$ cat src/rtl/stel_pkg.sv
// ----------------------------------------------------------------------------
// stel_pkg
// Types, codes and constants shared by the speed trap core and its submodules.
// ----------------------------------------------------------------------------
`default_nettype none

package stel_pkg;

   localparam int LIMIT_MODULUS_DEFAULT = 100;
   localparam int COUNT_WIDTH_DEFAULT   = 16;

   localparam int SCALE_WIDTH     = 16;
   localparam int TONE_WIDTH      = 10;
   localparam int LIMIT_WIDTH     = 7;
   localparam int TICKS_WIDTH     = 16;
   localparam int SPEED_WIDTH     = 16;
   localparam int CSR_ADDR_WIDTH  = 3;
   localparam int CSR_DATA_WIDTH  = 32;
   localparam int DIV_CNT_WIDTH   = $clog2(SCALE_WIDTH);

   localparam logic [SCALE_WIDTH-1:0] SCALE_RESET     = 16'd30480;
   localparam logic [TONE_WIDTH-1:0]  TONE_LIMIT_RESET = 10'd500;
   localparam logic [LIMIT_WIDTH-1:0] LIMIT_RESET     = 7'd20;
   localparam logic [SPEED_WIDTH-1:0] SPEED_SAT       = 16'hFFFF;

   localparam logic [1:0] ACT_MS_TICK    = 2'd0;
   localparam logic [1:0] ACT_PIN_CHANGE = 2'd1;
   localparam logic [1:0] ACT_TONE_TICK  = 2'd2;

   localparam logic [CSR_ADDR_WIDTH-1:0] REG_DISTANCE_SCALE = 3'd0;
   localparam logic [CSR_ADDR_WIDTH-1:0] REG_TONE_LIMIT     = 3'd4;

   typedef struct packed {
      logic [1:0] action;
      logic       start_sensor_level;
      logic       stop_sensor_level;
      logic       enc_a;
      logic       enc_b;
   } req_type;

   typedef struct packed {
      logic                   measurement_done;
      logic [TICKS_WIDTH-1:0] elapsed_ticks;
      logic [SPEED_WIDTH-1:0] speed;
      logic [LIMIT_WIDTH-1:0] speed_limit;
      logic                   limit_changed;
      logic                   speaker_level;
      logic                   alarm_active;
      logic                   led_on;
      logic                   timing;
   } rsp_type;

   typedef enum logic [1:0] {
      ST_IDLE,
      ST_DIVIDE,
      ST_WRITE
   } ctrl_state_type;

   typedef struct packed {
      logic accept;
      logic div_step;
      logic write;
   } ctrl_cmd_type;

   typedef struct packed {
      logic stop_hit;
      logic div_last;
      logic out_free;
   } ctrl_sts_type;

endpackage

`default_nettype wire

$ cat src/rtl/speed_trap_with_encoder_limit_core.sv
// ----------------------------------------------------------------------------
// speed_trap_with_encoder_limit_core
// Two-gate speed trap with an encoder-set speed limit and a tone alarm.
//
//   channel   ports          direction   payload
//   request   req_*          in          req_type: event kind, pin levels
//   response  rsp_*          out         rsp_type: one status item per event
//   control   csr_*          APB slave   distance_scale, tone_toggle_limit
//
// A tick, tone or non-stop pin item passes from acceptance via the write state
// to the result register; a stop item first runs the 16-step restoring divider.
// One item is in work at a time; a new item is taken while a result waits.
// A stalled result holds the sequencer before its write cycle.
// Reset is synchronous and needs no clearing pass.
// ----------------------------------------------------------------------------
`default_nettype none

module speed_trap_with_encoder_limit_core
   import stel_pkg::*;
#(
   parameter int LIMIT_MODULUS = LIMIT_MODULUS_DEFAULT,
   parameter int COUNT_WIDTH   = COUNT_WIDTH_DEFAULT
) (
   input  wire logic                      clock,
   input  wire logic                      reset,
   input  wire logic                      req_valid,
   output logic                           req_stall,
   input  wire req_type                   req_data,
   output logic                           rsp_valid,
   input  wire logic                      rsp_stall,
   output rsp_type                        rsp_data,
   input  wire logic                      csr_psel,
   input  wire logic                      csr_penable,
   input  wire logic                      csr_pwrite,
   input  wire logic [CSR_ADDR_WIDTH-1:0] csr_paddr,
   input  wire logic [CSR_DATA_WIDTH-1:0] csr_pwdata,
   output logic [CSR_DATA_WIDTH-1:0]      csr_prdata,
   output logic                           csr_pready
);

   ctrl_cmd_type cmd;
   ctrl_sts_type sts;

   assign csr_pready = 1'b1;

   stel_ctrl u_ctrl (
      .clock     (clock),
      .reset     (reset),
      .req_valid (req_valid),
      .req_stall (req_stall),
      .sts       (sts),
      .cmd       (cmd)
   );

   stel_datapath #(
      .LIMIT_MODULUS (LIMIT_MODULUS),
      .COUNT_WIDTH   (COUNT_WIDTH)
   ) u_datapath (
      .clock       (clock),
      .reset       (reset),
      .req_data    (req_data),
      .rsp_valid   (rsp_valid),
      .rsp_stall   (rsp_stall),
      .rsp_data    (rsp_data),
      .csr_psel    (csr_psel),
      .csr_penable (csr_penable),
      .csr_pwrite  (csr_pwrite),
      .csr_paddr   (csr_paddr),
      .csr_pwdata  (csr_pwdata),
      .csr_prdata  (csr_prdata),
      .cmd         (cmd),
      .sts         (sts)
   );

endmodule

`default_nettype wire

$ cat src/rtl/stel_ctrl.sv
// ----------------------------------------------------------------------------
// stel_ctrl
// Sequencer: takes an item, runs the divider on a stop event, writes the result.
// ----------------------------------------------------------------------------
`default_nettype none

module stel_ctrl
   import stel_pkg::*;
(
   input  wire logic         clock,
   input  wire logic         reset,
   input  wire logic         req_valid,
   output logic              req_stall,
   input  wire ctrl_sts_type sts,
   output ctrl_cmd_type      cmd
);

   ctrl_state_type state_ff;
   ctrl_state_type state_in;

   always_ff @(posedge clock) begin
      if (reset) begin
         state_ff <= ST_IDLE;
      end else begin
         state_ff <= state_in;
      end
   end

   always_comb begin
      state_in = state_ff;
      unique case (state_ff)
         ST_IDLE: begin
            if (req_valid) begin
               state_in = sts.stop_hit ? ST_DIVIDE : ST_WRITE;
            end
         end
         ST_DIVIDE: begin
            if (sts.div_last) begin
               state_in = ST_WRITE;
            end
         end
         ST_WRITE: begin
            if (sts.out_free) begin
               state_in = ST_IDLE;
            end
         end
         default: state_in = ST_IDLE;
      endcase
   end

   always_comb begin
      req_stall    = 1'b1;
      cmd.accept   = 1'b0;
      cmd.div_step = 1'b0;
      cmd.write    = 1'b0;
      unique case (state_ff)
         ST_IDLE: begin
            req_stall  = 1'b0;
            cmd.accept = req_valid;
         end
         ST_DIVIDE: cmd.div_step = 1'b1;
         ST_WRITE:  cmd.write    = sts.out_free;
         default: ;
      endcase
   end

endmodule

`default_nettype wire

$ cat src/rtl/stel_datapath.sv
// ----------------------------------------------------------------------------
// stel_datapath
// Timing, encoder limit, alarm state, control registers, divider, result slot.
// ----------------------------------------------------------------------------
`default_nettype none

module stel_datapath
   import stel_pkg::*;
#(
   parameter int LIMIT_MODULUS = LIMIT_MODULUS_DEFAULT,
   parameter int COUNT_WIDTH   = COUNT_WIDTH_DEFAULT
) (
   input  wire logic                      clock,
   input  wire logic                      reset,
   input  wire req_type                   req_data,
   output logic                           rsp_valid,
   input  wire logic                      rsp_stall,
   output rsp_type                        rsp_data,
   input  wire logic                      csr_psel,
   input  wire logic                      csr_penable,
   input  wire logic                      csr_pwrite,
   input  wire logic [CSR_ADDR_WIDTH-1:0] csr_paddr,
   input  wire logic [CSR_DATA_WIDTH-1:0] csr_pwdata,
   output logic [CSR_DATA_WIDTH-1:0]      csr_prdata,
   input  wire ctrl_cmd_type              cmd,
   output ctrl_sts_type                   sts
);

   localparam logic [LIMIT_WIDTH:0]   MOD_EXT  = (LIMIT_WIDTH+1)'(LIMIT_MODULUS);
   localparam logic [LIMIT_WIDTH-1:0] MOD_LAST = LIMIT_WIDTH'(LIMIT_MODULUS - 1);
   localparam logic [DIV_CNT_WIDTH-1:0] DIV_LAST = DIV_CNT_WIDTH'(SCALE_WIDTH - 1);

   logic [SCALE_WIDTH-1:0] scale_ff, scale_in;
   logic [TONE_WIDTH-1:0]  tone_limit_ff, tone_limit_in;

   logic                   timing_ff, timing_in;
   logic                   led_ff, led_in;
   logic [COUNT_WIDTH-1:0] count_ff, count_in;
   logic [1:0]             phase_ff, phase_in;
   logic                   phase_valid_ff, phase_valid_in;
   logic [LIMIT_WIDTH-1:0] limit_ff, limit_in;
   logic                   alarm_ff, alarm_in;
   logic [TONE_WIDTH-1:0]  tone_ff, tone_in;
   logic                   speaker_ff, speaker_in;

   logic [TICKS_WIDTH-1:0] report_ff, report_in;
   logic                   stop_ff, stop_in;
   logic                   changed_ff, changed_in;

   logic [SCALE_WIDTH-1:0] quo_ff, quo_in;
   logic [COUNT_WIDTH:0]   rem_ff, rem_in;
   logic [COUNT_WIDTH-1:0] divisor_ff, divisor_in;
   logic [DIV_CNT_WIDTH-1:0] div_cnt_ff, div_cnt_in;
   logic                   zero_ff, zero_in;

   logic                   rsp_valid_ff, rsp_valid_in;
   rsp_type                rsp_data_ff, rsp_data_in;

   logic                   csr_write;
   logic                   pin_change;
   logic                   stop_hit;
   logic [COUNT_WIDTH-1:0] count_inc;
   logic [31:0]            count_wide;
   logic [1:0]             enc_next;
   logic                   enc_up;
   logic                   enc_down;
   logic [LIMIT_WIDTH:0]   limit_plus;
   logic [TONE_WIDTH:0]    tone_plus;
   logic [COUNT_WIDTH:0]   rem_shift;
   logic [COUNT_WIDTH:0]   rem_diff;
   logic                   rem_ge;
   logic [SPEED_WIDTH-1:0] speed_val;
   logic                   alarm_set;

   assign csr_write  = csr_psel & csr_penable & csr_pwrite;
   assign pin_change = (req_data.action == ACT_PIN_CHANGE);
   assign stop_hit   = pin_change & req_data.start_sensor_level
                       & ~req_data.stop_sensor_level;

   assign sts.stop_hit = stop_hit;
   assign sts.div_last = (div_cnt_ff == DIV_LAST);
   assign sts.out_free = ~rsp_valid_ff | ~rsp_stall;

   always_comb begin
      csr_prdata = '0;
      unique case (csr_paddr)
         REG_DISTANCE_SCALE: csr_prdata = CSR_DATA_WIDTH'(scale_ff);
         REG_TONE_LIMIT:     csr_prdata = CSR_DATA_WIDTH'(tone_limit_ff);
         default:            csr_prdata = '0;
      endcase
   end

   always_comb begin
      scale_in      = scale_ff;
      tone_limit_in = tone_limit_ff;
      if (csr_write && csr_paddr == REG_DISTANCE_SCALE) begin
         scale_in = csr_pwdata[SCALE_WIDTH-1:0];
      end
      if (csr_write && csr_paddr == REG_TONE_LIMIT) begin
         tone_limit_in = csr_pwdata[TONE_WIDTH-1:0];
      end
   end

   // quadrature step from the stored phase
   always_comb begin
      enc_next = phase_ff;
      enc_up   = 1'b0;
      enc_down = 1'b0;
      unique case (phase_ff)
         2'd0: begin
            if (req_data.enc_a) begin
               enc_next = 2'd1; enc_up = 1'b1;
            end else if (req_data.enc_b) begin
               enc_next = 2'd2; enc_down = 1'b1;
            end
         end
         2'd1: begin
            if (req_data.enc_b) begin
               enc_next = 2'd3; enc_up = 1'b1;
            end else if (!req_data.enc_a) begin
               enc_next = 2'd0; enc_down = 1'b1;
            end
         end
         2'd2: begin
            if (!req_data.enc_b) begin
               enc_next = 2'd0; enc_up = 1'b1;
            end else if (req_data.enc_a) begin
               enc_next = 2'd3; enc_down = 1'b1;
            end
         end
         default: begin
            if (!req_data.enc_a) begin
               enc_next = 2'd2; enc_up = 1'b1;
            end else if (!req_data.enc_b) begin
               enc_next = 2'd1; enc_down = 1'b1;
            end
         end
      endcase
   end

   assign count_inc  = (count_ff != '1) ? count_ff + 1'b1 : count_ff;
   assign limit_plus = {1'b0, limit_ff} + 1'b1;
   assign tone_plus  = {1'b0, tone_ff} + 1'b1;

   assign rem_shift = {rem_ff[COUNT_WIDTH-1:0], quo_ff[SCALE_WIDTH-1]};
   assign rem_diff  = rem_shift - {1'b0, divisor_ff};
   assign rem_ge    = (rem_shift >= {1'b0, divisor_ff});

   assign speed_val = zero_ff ? SPEED_SAT : quo_ff;
   assign alarm_set = cmd.write & stop_ff
                      & (speed_val >= SPEED_WIDTH'(limit_ff));

   always_comb begin
      timing_in      = timing_ff;
      led_in         = led_ff;
      count_in       = count_ff;
      phase_in       = phase_ff;
      phase_valid_in = phase_valid_ff;
      limit_in       = limit_ff;
      alarm_in       = alarm_ff | alarm_set;
      tone_in        = tone_ff;
      speaker_in     = speaker_ff;
      report_in      = report_ff;
      stop_in        = stop_ff;
      changed_in     = changed_ff;
      quo_in         = quo_ff;
      rem_in         = rem_ff;
      divisor_in     = divisor_ff;
      div_cnt_in     = div_cnt_ff;
      zero_in        = zero_ff;
      count_wide     = 32'(count_ff);

      if (cmd.accept) begin
         stop_in    = stop_hit;
         changed_in = 1'b0;
         unique case (req_data.action)
            ACT_MS_TICK: begin
               if (timing_ff) begin
                  count_in   = count_inc;
                  count_wide = 32'(count_inc);
               end
            end
            ACT_PIN_CHANGE: begin
               if (!req_data.start_sensor_level) begin
                  timing_in = 1'b1;
                  led_in    = 1'b1;
               end else if (!req_data.stop_sensor_level) begin
                  timing_in = 1'b0;
                  led_in    = 1'b0;
                  count_in  = '0;
               end
               if (!phase_valid_ff) begin
                  phase_in       = {req_data.enc_b, req_data.enc_a};
                  phase_valid_in = 1'b1;
               end else begin
                  phase_in   = enc_next;
                  changed_in = (enc_next != phase_ff);
                  if (enc_up) begin
                     limit_in = (limit_plus >= MOD_EXT) ? '0 : limit_plus[LIMIT_WIDTH-1:0];
                  end else if (enc_down) begin
                     limit_in = (limit_ff == '0 || {1'b0, limit_ff} >= MOD_EXT) ?
                                MOD_LAST : limit_ff - 1'b1;
                  end
               end
            end
            ACT_TONE_TICK: begin
               if (alarm_ff) begin
                  speaker_in = ~speaker_ff;
                  if (tone_plus > {1'b0, tone_limit_ff}) begin
                     alarm_in = 1'b0;
                     tone_in  = '0;
                  end else begin
                     tone_in = tone_plus[TONE_WIDTH-1:0];
                  end
               end
            end
            default: ;
         endcase
         report_in  = count_wide[TICKS_WIDTH-1:0];
         quo_in     = scale_ff;
         rem_in     = '0;
         divisor_in = count_ff;
         div_cnt_in = '0;
         zero_in    = (count_ff == '0);
      end else if (cmd.div_step) begin
         quo_in     = {quo_ff[SCALE_WIDTH-2:0], rem_ge};
         rem_in     = rem_ge ? rem_diff : rem_shift;
         div_cnt_in = div_cnt_ff + 1'b1;
      end
   end

   always_comb begin
      rsp_data_in                  = rsp_data_ff;
      rsp_valid_in                 = rsp_valid_ff & rsp_stall;
      if (cmd.write) begin
         rsp_valid_in                  = 1'b1;
         rsp_data_in.measurement_done = stop_ff;
         rsp_data_in.elapsed_ticks    = report_ff;
         rsp_data_in.speed            = stop_ff ? speed_val : '0;
         rsp_data_in.speed_limit      = limit_ff;
         rsp_data_in.limit_changed    = changed_ff;
         rsp_data_in.speaker_level    = speaker_ff;
         rsp_data_in.alarm_active     = alarm_ff | alarm_set;
         rsp_data_in.led_on           = led_ff;
         rsp_data_in.timing           = timing_ff;
      end
   end

   always_ff @(posedge clock) begin
      if (reset) begin
         scale_ff       <= SCALE_RESET;
         tone_limit_ff  <= TONE_LIMIT_RESET;
         timing_ff      <= 1'b0;
         led_ff         <= 1'b0;
         count_ff       <= '0;
         phase_ff       <= '0;
         phase_valid_ff <= 1'b0;
         limit_ff       <= LIMIT_RESET;
         alarm_ff       <= 1'b0;
         tone_ff        <= '0;
         speaker_ff     <= 1'b0;
         stop_ff        <= 1'b0;
         changed_ff     <= 1'b0;
         div_cnt_ff     <= '0;
         rsp_valid_ff   <= 1'b0;
      end else begin
         scale_ff       <= scale_in;
         tone_limit_ff  <= tone_limit_in;
         timing_ff      <= timing_in;
         led_ff         <= led_in;
         count_ff       <= count_in;
         phase_ff       <= phase_in;
         phase_valid_ff <= phase_valid_in;
         limit_ff       <= limit_in;
         alarm_ff       <= alarm_in;
         tone_ff        <= tone_in;
         speaker_ff     <= speaker_in;
         stop_ff        <= stop_in;
         changed_ff     <= changed_in;
         div_cnt_ff     <= div_cnt_in;
         rsp_valid_ff   <= rsp_valid_in;
      end
   end

   always_ff @(posedge clock) begin
      report_ff   <= report_in;
      quo_ff      <= quo_in;
      rem_ff      <= rem_in;
      divisor_ff  <= divisor_in;
      zero_ff     <= zero_in;
      rsp_data_ff <= rsp_data_in;
   end

   assign rsp_valid = rsp_valid_ff;
   assign rsp_data  = rsp_data_ff;

endmodule

`default_nettype wire
$ cat config.mk
export PLATFORM = sky130hd
export DESIGN_NAME = speed_trap_with_encoder_limit_core
export DESIGN_NICKNAME = d
export VERILOG_FILES = /design/src/rtl/stel_pkg.sv /design/src/rtl/speed_trap_with_encoder_limit_core.sv /design/src/rtl/stel_ctrl.sv /design/src/rtl/stel_datapath.sv
export SDC_FILE = /design/constraint.sdc
export NUM_CORES = 1
export LEC_CHECK = 0
export BUFFER_PORTS_ARGS = -buffer_cell sky130_fd_sc_hd__buf_2
export CAP_MARGIN = 10
export CORE_MARGIN = 4
export CORE_UTILIZATION = 45
export CTS_BUF_LIST = sky130_fd_sc_hd__clkbuf_4 sky130_fd_sc_hd__clkbuf_8
export DETAILED_ROUTE_END_ITERATION = 8
export PLACE_DENSITY = 0.76
export SETUP_SLACK_MARGIN = 0.02
export SKIP_CTS_REPAIR_TIMING = 1
export SLEW_MARGIN = 0
export SYNTH_ARGS = -nofsm -noshare
export SYNTH_HDL_FRONTEND = slang
export SYNTH_SLANG_ARGS = --single-unit
$ cat constraint.sdc
create_clock -name clock -period 5.1 [get_ports clock]
set_clock_uncertainty 0.2 [all_clocks]
set_input_delay 1.02 -clock clock [delete_from_list [all_inputs] [get_ports clock]]
set_output_delay 1.02 -clock clock [all_outputs]
set_load 0.01 [all_outputs]
# Yosys cells after proc, flatten, opt, wreduce, memory -nomap -nowiden
# Cells that the tools add are included.
# classes
add_sub_neg	6
n_lt_le_gt_ge	5
eq_ne	17
n_mux	55
bitwise_logic	13
n_reduce_logical	19
# op_table
op	n
2-to-1 mux 16 bit	10
one-hot mux 16 bit (2 select lines)	2
2-to-1 mux 7 bit	4
2-to-1 mux 2 bit	13
2-to-1 mux 1 bit	21
>= comparator 17 x 16 -> 1 bit	1
adder 16 x 1 -> 16 bit (second input constant)	1
>= comparator 16 x 7 -> 1 bit	1
zero test 16 bit	1
inequality test 16 bit (second input constant)	1
subtractor 16 bit	1
one-hot mux 2 bit (3 select lines)	2
adder 10 x 1 -> 11 bit (second input constant)	1
> comparator 11 x 10 -> 1 bit	1
2-to-1 mux 10 bit	1
inequality test 2 bit (second input constant)	5
AND reduction 3 bit	3
adder 7 x 1 -> 8 bit (second input constant)	1
>= comparator 8 x 7 -> 1 bit (second input constant)	1
AND 1 bit	7
>= comparator 7 bit (second input constant)	1
zero test 7 bit	1
subtractor 7 x 1 -> 7 bit (second input constant)	1
== test 2 x 1 -> 1 bit (second input constant)	3
other kinds (18)	31
# word_totals
reg_bits	183
inputBits	48
output_inout_bits	80
wordCells	143

# Longest topological paths before layout
# Gate-level depths: netlist (run 1).
# depth
depth_word	10
ltp_mapped	12
depth_no_buf	11

# Cells and area by module
# From an unflattened synthesis (run 1), not the netlist that was laid out.
# hier_totals
cells_unflattened	961
area_unflattened_um2	9391.5
# modules_own_cells
module	n_inst	cells_per_inst	area_per_inst_um2	seq_area_each_um2
stel_datapath	1	945	9255.1	4554.4
stel_ctrl	1	14	125.1	40.0
speed_trap_with_encoder_limit_core	1	2	11.3	0.0

# Least setup slack after synthesis (run 1)
# No wires, ideal clock.
# synth_path
kind	input-to-reg
from	in rsp_stall
to	reg u_datapath.alarm_ff
setup_ns	0.065
t_arrival_ns	3.802
t_required_ns	4.835
slack_ns	1.033
path_stages	5
n_path_buf	0
cell_sequence	a21oi_1 > a21oi_1 > nor2_1 > o41a_1 > nor2b_1
# synth_between
elab_chain_len	10
# synth_lines
item	line	rtl
start, declared	speed_trap_with_encoder_limit_core.sv:30	input wire logic rsp_stall,
NOT 1 bit *	stel_datapath.sv:82	assign sts.out_free = ~rsp_valid_ff | ~rsp_stall;
bitwise OR 1 bit *	stel_datapath.sv:82	
2-to-1 mux 1 bit *	stel_ctrl.sv:56	unique case (state_ff)
AND 1 bit *	stel_datapath.sv:150	assign alarm_set = cmd.write & stop_ff
AND 1 bit *	stel_datapath.sv:151	& (speed_val >= SPEED_WIDTH'(limit_ff));
bitwise OR 1 bit *	stel_datapath.sv:160	alarm_in = alarm_ff | alarm_set;
2-to-1 mux 1 bit	stel_datapath.sv:209	if (tone_plus > {1'b0, tone_limit_ff}) begin
2-to-1 mux 1 bit	stel_datapath.sv:207	if (alarm_ff) begin
2-to-1 mux 1 bit	stel_datapath.sv:176	unique case (req_data.action)
2-to-1 mux 1 bit *	stel_datapath.sv:173	if (cmd.accept) begin
end signal, assigned	stel_datapath.sv:275	alarm_ff <= alarm_in;
end, declared	stel_datapath.sv:42	logic alarm_ff, alarm_in;
# Mark *: on every way between the ends. The rest lies on a longest branch, timed or not.
# A chain may end at the register's enable or synchronous reset.

# Worst setup path after layout (run 1)
# layout_path
from	in csr_paddr[1]
to	out csr_prdata[12]
# layout_between
elab_chain_len	2
elab_cells_between_ends	3
cone_classes	eq/ne: 1; mux: 1; reduce/logical: 1
# layout_lines
item	line	rtl
start, declared	speed_trap_with_encoder_limit_core.sv:35	input wire logic [CSR_ADDR_WIDTH-1:0] csr_paddr,
== test 3 bit or zero test 3 bit (tied branches)	stel_datapath.sv:86	unique case (csr_paddr)
one-hot mux 16 bit (2 select lines) *	stel_datapath.sv:86	
end, declared	speed_trap_with_encoder_limit_core.sv:37	output logic [CSR_DATA_WIDTH-1:0] csr_prdata,
# Marked as above.

==> reports/metrics.yaml, run 1 <==
ys_seq_area_frac: 0.490
cap_violations: 0
placed_cell_area_um2: 9980
syn2layout_area_growth_pct: 10.7
multi_input_area_um2: 4310
met2_usage: 0.285
avgSynthCellArea_um2: 9.46
clk_pin_slew_worst_paths_ps: 90
numClockSinks: 183
cp_top_family: "simple AND/OR/NAND/NOR gates"
rr_worst_depth: 11
setup-tns-final_ps: 0
core-area_um2: 20400
htreeDepth: 4
ir_worst_vdd_uv: 155
cp_data_required_time_ps: 3880
slew_headroom: 0.315
portBuffers: 94
final_util: 0.510
fmax_mhz: 278
ant_nets: 0
use_met3: 0.0375
grt_setup_unrepaired: "no"
setup_viol: 0
finalHoldViolCount: 0
p_leak_nw: 4.23
finalPower_mw: 2.84
gp_congestion: 0.850
worstHoldPathType: "reg -> reg"
path_buf_inv: 2
root_buffer: "clkbuf_8"
drc: 0
synthFlopType: "edfxtp_1"
fin_crit_ps: 3600
hpwl_um: 14900
antenna_found_initial: 1
crit_path_frequent_cell: "buf_2"
fin_crit_sh: 0.706
critPathMaxFanout: 12
ios: 128
yosys_warnings: 0
cts_buffers: 17
worstSetupEndpointType: "output port"
async_flop_share: 0
dr.pass1.iters: 6
grt_pass1_wl_um: 34500
vias_per_cell: 5.59
crit_path_cell_trace: "buf_2, or2_2, nor2_1, and2_1, buf_2"
synth_edf_count: 93
fillers: 1826
cts_buffer_depth: 2
ys_seq_elements: 183
die-area_um2: 23200
netlist_area_um2: 9380
top_usage_layer: "met2"
drt_wl_total_um: 21200
die_w_um: 152
ff_latch_area_um2: 4590
worst_pin_slew_ps: 1030
drtIter0Drc: 602
final_max_slew_viol_count: 0
crit_type: "in -> out"
nets: 1152
grt_pass1_vias: 6933
synth.distinct_cells: 72
n_antenna_cell: 0
start_util: 0.460
grtUsageTotal: 0.179
crit_slowest_cell: "nor2_1"
startpoint_type: "input port"
grt_max_degree: 56
power_density_nw_per_um2: 273
rows: 52
synthDominantCellAreaShare: 0.298
clock_latency_ps: 470
gr-usage-met1: 0.243
syn_inst: 991
die_h_um: 152
status: "completed"
synth_area_leaders: "edfxtp_1 30%, dfxtp_1 19%, nand2_1 5.4%, ha_1 5.2%, a21oi_1 3.0%"
cts_tree: "done"
max_stage_delay_ps: 530
fin_area_um2: 10400
routedWlPerCell_um: 15.7
holdPathStages: 0
dr_total_vias: 7520
drive_gt1_frac: 0.141
cp_num_cells: 5
yosysTopAreaCell: "edfxtp_1"
cp.arrival_ps: 2380
grt_overflow: 0
cell usage after synthesis, types with 11 or more instances:
cell and number:
mux2i_1 20, inv_1 57, nand2b_1 11, o21ai_0 49, nand3_1 43, edfxtp_1 93
o21a_1 11, xor2_1 20, dfxtp_1 90, nor2b_1 11, and2_1 16, buf_4 19
nor3_1 21, or2_2 12, xnor2_1 23, ha_1 39, nand2_1 134, a31oi_1 12
clkbuf_1 29, a21oi_1 57, nand4_1 17, nor2_1 71
state kept, by name, summed over array words and instances (netlist names), 2 cells and up:
name,count
u_datapath.scale_ff,16
u_datapath.quo_ff,16
u_datapath.tone_limit_ff,10
u_datapath.divisor_ff,16
u_datapath.phase_ff,2
u_datapath.limit_ff,7
u_datapath.report_ff,16
u_datapath.count_ff,16
u_datapath.rsp_data,44
u_datapath.div_cnt_ff,4
u_datapath.rem_ff,16
u_datapath.tone_ff,10
u_ctrl.state_ff,2
cell families after synthesis:
kind of cell / share of synthesized area
compound gates: 0.136
xor+xnor: 0.0402
fa+ha+maj: 0.0542
buf+inv: 0.0578
flops: 0.490
mux: 0.0238
other cells: 0.000801
simple gates: 0.197
final timing paths:
kind | start | end | slack [ps]
worst max-delay path | csr_paddr[1] | csr_prdata[12] | 1500
worst min-delay path | u_datapath.report_ff[2] | u_datapath.rsp_data[30] | 220
worst max register to register | u_datapath.tone_ff[0] | u_datapath.tone_ff[8] | 1780
worst min register to register | u_datapath.report_ff[2] | u_datapath.rsp_data[30] | 220
metrics by stage:
stage	hold slack (ps)	std cells	worst slack, ps
after CTS	224	1345	1490
after global routing	232	1345	1380
final	223	1345	1500
after global placement	204	1315	1100
after detailed placement	205	1315	1040
after floorplan	200	1006	1030
power breakdown:
| part | leakage, nW | total [mW] | internal [mW] | switching, mW |
|---|---|---|---|---|
| Clock | 0.203 | 1.01 | 0.493 | 0.513 |
| Sequential | 1.63 | 1.62 | 1.59 | 0.0238 |
| Combinational | 2.40 | 0.212 | 0.0703 | 0.142 |
| Total | 4.23 | 2.84 | 2.16 | 0.679 |
per-layer routing:
layer	up-vias	part of all wire
met4	2	0.023
met1	3593	0.46
li1	3628	-
met3	45	0.055
met5	-	0.00061
met2	252	0.46
final cells by class:
type,count,share of cell area
clock inverter,12,0.0146
clock buffer,18,0.0239
multi-input combinational,703,0.415
inverter,58,0.0210
sequential,183,0.443
timing repair buffer,101,0.0504
tap,270,0.0325
cells in the final DEF (no fill, tap or decap), types with 8 or more instances in the layout:
cell type / count
buf_2: 94
mux2i_1: 20
nand4_1: 17
a21o_1: 10
a211oi_1: 8
edfxtp_1: 93
nand2_1: 134
nor3_1: 21
nor2_1: 71
dfxtp_1: 90
xnor2_1: 23
clkbuf_8: 18
conb_1: 17
a21oi_1: 56
ha_1: 39
nand3_1: 43
inv_1: 57
a31oi_1: 12
and2_1: 16
xor2_1: 20
o21a_1: 11
nor2b_1: 11
or2_2: 12
o21ai_0: 49
nor4_1: 10
a211o_1: 8
nand2b_1: 11
No activity file was read; power rests on OpenSTA's default activity.
==> inputs of run 2 (changes only) <==
--- a/config.mk
+++ b/config.mk
@@ -5,13 +5,14 @@
 export SDC_FILE = /design/constraint.sdc
 export NUM_CORES = 1
 export LEC_CHECK = 0
+export ABC_AREA = 1
 export BUFFER_PORTS_ARGS = -buffer_cell sky130_fd_sc_hd__buf_2
 export CAP_MARGIN = 10
 export CORE_MARGIN = 4
 export CORE_UTILIZATION = 45
 export CTS_BUF_LIST = sky130_fd_sc_hd__clkbuf_4 sky130_fd_sc_hd__clkbuf_8
 export DETAILED_ROUTE_END_ITERATION = 8
-export PLACE_DENSITY = 0.76
+export PLACE_DENSITY = 0.78
 export SETUP_SLACK_MARGIN = 0.02
 export SKIP_CTS_REPAIR_TIMING = 1
 export SLEW_MARGIN = 0
==> constraint.sdc (replaced) <==
create_clock -name clock -period 3.26 [get_ports clock]
set_clock_uncertainty 0.2 [all_clocks]
set_input_delay 0.652 -clock clock [delete_from_list [all_inputs] [get_ports clock]]
set_output_delay 0.652 -clock clock [all_outputs]
set_load 0.01 [all_outputs]
==> run 2 against run 1 <==
  * Sequential share of layout area decreased by 2.2 points
  * Die area is 4.9% higher
  * Worst setup slack worse by 1100 ps
  * Final cell count up 20%
  * Flip-flop and latch count is the same
  * Synthesized cell count up 25%
  * Synthesized area is 5.2% higher
  * Global-route usage grew 0.60 points
  * Critical path depth is 10 higher
  * Critical path type is now reg -> reg
==> reports/metrics.yaml, run 2 <==
status: "completed"
clk_pin_slew_worst_paths_ps: 90  # about the same
pwr-share-comb: 0.094  # +0.019
cts_buffer_depth: 2  # unchanged
routed.top_layer: "met4"
numClockSinks: 183  # unchanged
max_stage_delay_ps: 460  # -70 ps
worstSetupEndpointType: "flop"
critPathMaxFanout: 11  # -1
fin_crit_sh: 0.888
synthDominantCellAreaShare: 0.283  # -0.0146
die-area_um2: 24300  # +4.9%
rows: 53  # +1.9%
grt_pass1_vias: 7472  # +7.8%
hold-worst-slack_ps: 192  # -31.0 ps
die_w_um: 156  # +2.4%
ios: 128  # unchanged
synth_area_leaders: "edfxtp_1 28%, dfxtp_1 18%, nand2_1 12%, inv_1 6.6%, ha_1 4.9%"
startpoint_type: "flop"
grt_max_degree: 38  # -32%
syn2layout_area_growth_pct: 10.7  # about the same
mostFrequentLayoutCells: "310 x nand2_1, 173 x inv_1, 96 x nor2_1"
setup_viol: 0  # unchanged
ys_seq_elements: 183  # unchanged
grtUsageTotal: 0.185  # +0.00604
yosysTopAreaCell: "edfxtp_1"
drc: 0  # unchanged
synthFlopType: "edfxtp_1"
hpwl_um: 16400  # +9.9%
final_common_cell: "nand2_1"
clock_latency_ps: 470  # about the same
fmax_mhz: 345
grt_overflow: 0  # unchanged
dr.pass1.iters: 7  # +1
ant_nets: 0  # unchanged
netlist_area_um2: 9860  # +5.2%
htreeDepth: 4  # unchanged
crit_type: "reg -> reg"
grt_setup_unrepaired: "no"
portBuffers: 94  # unchanged
antenna_found_initial: 0  # -1
synth.top_cells.by_count: "310 x nand2_1, 173 x inv_1, 97 x nor2_1"
p_leak_nw: 5.19  # +23%
crit_path_frequent_cell: "nand2_1"
die_h_um: 156  # +2.4%
cp.arrival_ps: 3090  # +710 ps
cap_violations: 0  # unchanged
ys_seq_area_frac: 0.466  # -0.0240
nets: 1411  # +22%
reg2reg_slack_ps: 360  # -1420 ps
synth.most_common_cell: "nand2_1"
dr_total_vias: 8155  # +8.4%
core-area_um2: 21300  # +4.5%
fin_crit_ps: 2900
synth_edf_count: 93  # unchanged
power_density_nw_per_um2: 415  # +52%
slew_headroom: 0.431  # +0.116
drive_gt1_frac: 0.141  # -0.000677
worst_pin_slew_ps: 853  # -176 ps
cts_tree: "done"
syn_inst: 1235  # +25%
finalHoldViolCount: 0  # unchanged
gp_congestion: 0.930  # +9.5%
crit_path_cell_trace: "ha_1, nand3_1, nor2_1, nand2_1, xor2_1, inv_1, ha_1, a21o_1, a21oi_1, nand2_1, nand2_1, nand2_1, nand2_1, nand2_1, nor2_1"
clockPowerShare: 0.337  # -0.018
setup_ws_ps: 365  # -1130 ps
yosys_warnings: 0  # unchanged
routedWlPerCell_um: 13.9  # -12%
cp_data_required_time_ps: 3460  # -420 ps
drtIter0Drc: 609  # +1.2%
vias_per_cell: 5.06  # -9.5%
largest_reg_flops: 44  # unchanged
synth.distinct_cells: 47  # -35%
root_buffer: "clkbuf_8"
p_sw_mw: 1.16  # +70%
post-place-ws_ps: 357  # -685 ps
final_max_slew_viol_count: 0  # unchanged
setup-tns-final_ps: 0  # unchanged
start_util: 0.463  # +0.00275
seqPwrFrac: 0.569  # -0.002
crit_slowest_cell: "dfxtp_1"
worstHoldPathType: "in -> reg"
ir_worst_vdd_uv: 267  # +72%
async_flop_share: 0  # unchanged
wl_met3_um: 1220  # +3.7%
n_antenna_cell: 0  # unchanged
p_sw_frac: 0.255  # +0.0162
p_int_mw: 3.37  # +56%
wl_met2_um: 10400  # +6.8%
wl_met1_um: 10400  # +7.0%
drt_wl_total_um: 22300  # +5.6%
avgSynthCellArea_um2: 7.98  # -16%
grt_pass1_wl_um: 36600  # +6.1%
cts_buffers: 17  # unchanged
[run 2: cell types whose count changed after synthesis, sizes merged, moves of 14 or more]
cell,delta
xnor2,-15
a21oi,+24
nor2,+35
nand2,+189
nand3,+24
o21ai,+34
clkbuf,-14
mux2i,-18
and2,-17
inv,+124
[run 2: power groups by stage]
stage                     logic, mW  clock network, mW  registers [mW]
after floorplan               0.268                  0            2.64
after global placement        0.418                  0            2.63
after detailed placement      0.425                  0            2.63
after CTS                     0.427               1.56            2.58
after global routing          0.477               1.67            2.59
final                         0.426               1.53            2.58
[run 2: logic make-up after synthesis]
logic type                 synth area share
and+or+nand+nor                       0.254
buffers and inverters                 0.101
AOI/OAI and AO/OA                     0.100
DFF                                   0.466
adders and majority gates            0.0515
xor gates and xnor gates             0.0249
other                              0.000762
muxes                               0.00203
[run 2: per-stage QoR]
stage               area (µm²)  utilization  instances  total power [mW]
global placement         10500        0.494       1579              3.05
detailed placement       10500        0.494       1579              3.05
CTS                      10900        0.513       1611              4.57
floorplan                 9920            -       1250              2.91
finish                   10900        0.513       1611              4.53
global route             10900        0.513       1611              4.74
[run 2: routing by layer]
metal | global-route usage | vias up
li1 | - | 4150
met1 | 0.261 | 3725
met2 | 0.288 | 255
met3 | 0.0377 | 25
met4 | 0.0534 | 0
met5 | 0 | -
[run 2: area by class of cell]
cell class,instances,area [µm²]
fillers,1980,10400
flip-flops and latches,183,4590
multi-input cells,834,4330
inverters,182,683
repair buffers,105,566
well taps,275,344
clock buffers,18,248
clock inverters,14,148
[run 2: path summary, 6_finish.rpt]
check / from / endpoint / cells after the start
hold reg to reg: u_datapath.report_ff[13] / u_datapath.rsp_data[41] / 0
hold / removal: csr_pwdata[12] / u_datapath.scale_ff[12] / 3
setup reg to reg: u_datapath.tone_ff[0] / u_datapath.tone_ff[5] / 15
setup / recovery: u_datapath.tone_ff[0] / u_datapath.tone_ff[5] / 15
[run 2: critical path, delay by kind of cell (launching register included)]
family,cells,cell delay (ps)
AOI/OAI and AO/OA,2,340
adders and majority gates,2,510
buffers and inverters,1,60
DFF,1,460
xor gates and xnor gates,1,170
and+or+nand+nor,9,1090
